$ cat src/sv/tri_pkg.sv
// Package for the triangle rasteriser: types, constants, action and state codes.
// No dependencies.
package tri_pkg;
  localparam int MAX_WIDTH_DEF  = 128;
  localparam int MAX_HEIGHT_DEF = 128;
  localparam logic [15:0] FAR_DEPTH  = 16'hffff;
  localparam logic [7:0]  ALPHA_FULL = 8'hff;
  localparam logic [14:0] COUNT_MAX  = 15'h7fff;

  typedef enum logic [1:0] {
    ACT_DRAW  = 2'd0,
    ACT_READ  = 2'd1,
    ACT_CLEAR = 2'd2,
    ACT_NONE  = 2'd3
  } action_t;

  localparam logic CFG_WIDTH  = 1'b0;
  localparam logic CFG_HEIGHT = 1'b1;

  typedef enum logic [3:0] {
    ST_IDLE,
    ST_SETUP,
    ST_SETUP2,
    ST_PIX,
    ST_MUL,
    ST_SUM,
    ST_START,
    ST_DIV,
    ST_RMW,
    ST_WRITE,
    ST_READ,
    ST_READ2,
    ST_CLEAR,
    ST_INIT,
    ST_RESULT
  } state_t;

  typedef struct packed {
    logic load;
    logic setup;
    logic setup2;
    logic pix_eval;
    logic mul;
    logic sum;
    logic div_start;
    logic mem_rd;
    logic mem_wr;
    logic next_pix;
    logic clr_start;
    logic clr_step;
    logic rd_req;
    logic rd_take;
    logic res_zero;
  } cmd_t;

  typedef struct packed {
    logic empty;
    logic covered;
    logic div_done;
    logic pass;
    logic last_pix;
    logic clr_done;
  } stat_t;
endpackage

$ cat src/sv/tri_ctrl.sv
// Controller state machine of the rasteriser.
// Depends on tri_pkg.
module tri_ctrl (
  input  logic           clk,
  input  logic           rst,
  input  logic           req_valid,
  input  logic [1:0]     req_action,
  output logic           req_ready,
  output logic           res_valid,
  input  logic           res_ready,
  input  tri_pkg::stat_t stat,
  output tri_pkg::cmd_t  cmd
);
  tri_pkg::state_t state, state_next;

  always_ff @(posedge clk) begin
    if (rst) state <= tri_pkg::ST_INIT;
    else state <= state_next;
  end

  always_comb begin
    state_next = state;
    cmd = '0;
    req_ready = 1'b0;
    res_valid = 1'b0;
    case (state)
      tri_pkg::ST_IDLE: begin
        req_ready = 1'b1;
        if (req_valid) begin
          cmd.load = 1'b1;
          case (tri_pkg::action_t'(req_action))
            tri_pkg::ACT_DRAW:  state_next = tri_pkg::ST_SETUP;
            tri_pkg::ACT_READ:  state_next = tri_pkg::ST_READ;
            tri_pkg::ACT_CLEAR: begin
              cmd.clr_start = 1'b1;
              state_next = tri_pkg::ST_CLEAR;
            end
            default: state_next = tri_pkg::ST_RESULT;
          endcase
        end
      end
      tri_pkg::ST_SETUP: begin
        cmd.setup = 1'b1;
        state_next = tri_pkg::ST_SETUP2;
      end
      tri_pkg::ST_SETUP2: begin
        cmd.setup2 = 1'b1;
        state_next = tri_pkg::ST_PIX;
      end
      tri_pkg::ST_PIX: begin
        if (stat.empty) state_next = tri_pkg::ST_RESULT;
        else begin
          cmd.pix_eval = 1'b1;
          state_next = tri_pkg::ST_MUL;
        end
      end
      tri_pkg::ST_MUL: begin
        if (!stat.covered) begin
          cmd.next_pix = 1'b1;
          state_next = stat.last_pix ? tri_pkg::ST_RESULT : tri_pkg::ST_PIX;
        end else begin
          cmd.mul = 1'b1;
          state_next = tri_pkg::ST_SUM;
        end
      end
      tri_pkg::ST_SUM: begin
        cmd.sum = 1'b1;
        state_next = tri_pkg::ST_START;
      end
      tri_pkg::ST_START: begin
        cmd.div_start = 1'b1;
        state_next = tri_pkg::ST_DIV;
      end
      tri_pkg::ST_DIV: begin
        if (stat.div_done) begin
          cmd.mem_rd = 1'b1;
          state_next = tri_pkg::ST_RMW;
        end
      end
      tri_pkg::ST_RMW: state_next = tri_pkg::ST_WRITE;
      tri_pkg::ST_WRITE: begin
        cmd.mem_wr = stat.pass;
        cmd.next_pix = 1'b1;
        state_next = stat.last_pix ? tri_pkg::ST_RESULT : tri_pkg::ST_PIX;
      end
      tri_pkg::ST_READ: begin
        cmd.rd_req = 1'b1;
        state_next = tri_pkg::ST_READ2;
      end
      tri_pkg::ST_READ2: begin
        cmd.rd_take = 1'b1;
        state_next = tri_pkg::ST_RESULT;
      end
      tri_pkg::ST_CLEAR: begin
        cmd.clr_step = 1'b1;
        if (stat.clr_done) state_next = tri_pkg::ST_RESULT;
      end
      tri_pkg::ST_INIT: begin
        cmd.clr_step = 1'b1;
        if (stat.clr_done) state_next = tri_pkg::ST_IDLE;
      end
      tri_pkg::ST_RESULT: begin
        res_valid = 1'b1;
        if (res_ready) state_next = tri_pkg::ST_IDLE;
      end
      default: state_next = tri_pkg::ST_IDLE;
    endcase
    if (rst) cmd.res_zero = 1'b1;
  end
endmodule

$ cat config.mk
export PLATFORM = sky130hd
export DESIGN_NAME = tri_ctrl
export DESIGN_NICKNAME = d
export VERILOG_FILES = /design/src/sv/tri_pkg.sv /design/src/sv/tri_ctrl.sv
export SDC_FILE = /design/constraint.sdc
export NUM_CORES = 1
export LEC_CHECK = 0
export ABC_AREA = 1
export BUFFER_PORTS_ARGS = -buffer_cell sky130_fd_sc_hd__buf_2
export CORE_MARGIN = 2
export CORE_UTILIZATION = 35
export CTS_CLUSTER_SIZE = 12
export DETAILED_ROUTE_END_ITERATION = 12
export PLACE_DENSITY = 0.74
export SLEW_MARGIN = 20
export SYNTH_ARGS = -nofsm -noshare
export SYNTH_HDL_FRONTEND = slang
export SYNTH_SLANG_ARGS = --single-unit
$ cat constraint.sdc
create_clock -name clk -period 1.51 [get_ports clk]
set_input_delay 0.2265 -clock clk [delete_from_list [all_inputs] [get_ports clk]]
set_output_delay 0.2265 -clock clk [all_outputs]
set_load 0.03 [all_outputs]
==> flow_summary.yaml <==
run_status:
  status: "finished clean"
power:
  p_sw_uw: 763
  combPwrFrac: 0.704
  ir_worst_vdd_mv: 0.881
  seqPwrFrac: 0.202
  swShare: 0.565
  leakage_uw: 0.000496
  power.share.clock: 0.095
  power.internal_uw: 587
  power.density_mw_per_mm2: 1700
clocking:
  h-tree-depth: 1
  clock_latency_ps: 230
  holdBufCountCts: 0
  clk_pin_slew_ps: 40
  cts_root_buffer: "clkbuf_4"
  clk_path_buf_depth: 2
  cts_tree: "yes"
  numCtsBuffers: 3
  clock_sinks: 4
synth:
  avgSynthCellArea_um2: 5.03
  seq_area_frac_synth: 0.155
  ys_types: 17
  synth.area.top_cells: "nand2_1 (23%), dfxtp_1 (15%), nor2_1 (14%)"
  synthTopCellsByCount: "nand2_1 (32), nor2_1 (19), inv_1 (15)"
  synth-async-reset-ratio: 0
  synth_area_um2: 518
  syn_inst: 103
  yosysWarnings: 0
  synth_top_area_frac: 0.232
  syn_nets: 115
  synth_ff_type: "dfxtp_1"
  synth_edf_count: 0
  synth_top_area_cell: "nand2_1"
  ys_seq_elements: 4
  yosysMostFrequentCell: "nand2_1"
layout:
  num_antenna_cells: 0
  layout-drive-gt1-share: 0.433
  fin_nets: 148
  utilization: 0.594
  area_growth_pct: 52.9
  largest_reg_flops: 4
  largest_registers: "state x4"
  regMostFlops: "state"
route:
  drt-total-wl_um: 1560
  post-route-drc-count: 0
  drtIter0Drc: 20
  vias_per_cell: 4.82
  wl_per_cell_um: 10.5
  ant_nets: 0
  drt_pass1_iterations: 4
  vias: 718
floorplanning:
  ios: 29
  die-area_mm2: 0.00180
  die_x_um: 42.5
  rows: 13
  die_y_um: 42.5
  start_util: 0.388
  core_region_area_mm2: 0.00133
timing:
  tightest_slew_ps: 306
  slew_headroom: 0.795
  fmax_mhz: 677
  rsz0062_at_grt: "true"
  post-route-min-period_ps: 1480
  setup_violations: 0
  finalCritPeriodShare: 0.978
  hold_violations: 0
  slew_violations: 0
  finalClockSkew_ps: 1.74
  setup_ws_ps: 33.8
critical_path:
  ff2ff_setup_slack_ps: 200
  critPathArrivalTime_ps: 1250
  cp.required_ps: 1280
  critPathCaptureType: "output port"
  start_kind: "flip-flop"
  crit_type: "flip-flop to output port"
  crit_fanout: 4
global_route:
  grt_pass1_vias: 606
  antenna_found_initial: 0
  grt_max_degree: 9
  grt-ovfl-total: 0
  grt_pass1_wl_um: 2470
  track_usage: 0.175
placed_design:
  io_buffers: 28
  hpwl_um: 1240
  place_ws_ps: 103
  gp_congestion: 0.861
min_path:
  holdCritPathClass: "input port to flip-flop"
flow_run:
  cap_viol_max_count: 0
[per-stage QoR]
stage / setup TNS (ps) / total power, µW / cell area [µm²] / hold slack (ps) / instances
6_report: 0 / 1350 / 792 / 203 / 149
2_1_floorplan: -71.2 / 868 / 532 / 296 / 103
3_3_place_gp: 0 / 1090 / 693 / 446 / 146
5_1_grt: -34.9 / 1470 / 792 / 205 / 149
3_5_place_dp: 0 / 1090 / 693 / 452 / 146
4_1_cts: 0 / 1280 / 748 / 201 / 149
[critical path: stages (launching register included)]
cell      delay, ps
dfxtp_2         380
inv_2            70
nor2_2          150
nand2_1         110
nor2_1          110
clkbuf_4        200
[what timing repair did]
item,4_1_cts,5_1_grt
hold endpoints to repair,0,0
resized for setup,13,17
setup buffers,0,0
pin swaps,0,3
setup endpoints to repair,7,10
[layout by cell type, fill, tap and decap left out]
master,instances
a21oi_1,3
buf_2,23
buf_4,3
buf_6,3
clkbuf_4,4
dfxtp_2,1
dfxtp_4,3
inv_1,12
inv_2,5
nand2_1,28
nand2_2,5
nand3_1,9
nand3_2,1
nand3b_1,2
nor2_1,14
nor2_2,4
nor2_4,5
nor3_1,3
nor3_4,1
o2111ai_1,1
o21ai_0,4
[cells by family (layout without fill, tap and decap cells)]
family          count (synthesis)  count (layout)  share of synthesized area
compound gates                  8               8                     0.0845
buf+inv                        19              50                      0.147
simple gates                   72              72                      0.614
flops                           4               4                      0.155
[layer usage]
layer / routed length, µm / global-route usage / vias up / part of all wire
met4: 0 / 0.0188 / 0 / 0
met2: 771 / 0.298 / 20 / 0.49
met3: 87 / 0.0388 / 0 / 0.056
met5: 0 / 0 / - / 0
li1: - / - / 387 / -
met1: 704 / 0.232 / 311 / 0.45
[final timing paths]
| path | depth (start not counted) | from | end |
|---|---|---|---|
| worst max register to register | 8 | state[1] | state[3] |
| worst min-delay path | 2 | rst | state[1] |
| worst max-delay path | 5 | state[0] | cmd[6] |
| worst min register to register | 2 | state[0] | state[0] |
[power groups by stage]
stage	Sequential, µW	Clock [µW]	Combinational [µW]
after detailed placement	220	0	870
after global routing	279	141	1050
final	272	128	950
after global placement	216	0	873
after floorplan	194	0	674
after CTS	238	135	904
[final cells by class]
class                           instances  area [µm²]
Inverter                               17        63.8
Sequential cell                         4        92.6
Fill cell                             136         542
Timing Repair Buffer                   30         179
Clock buffer                            3        22.5
Multi-Input combinational cell         80         415
Tap cell                               15        18.8
No activity file was read; power rests on OpenSTA's default activity.
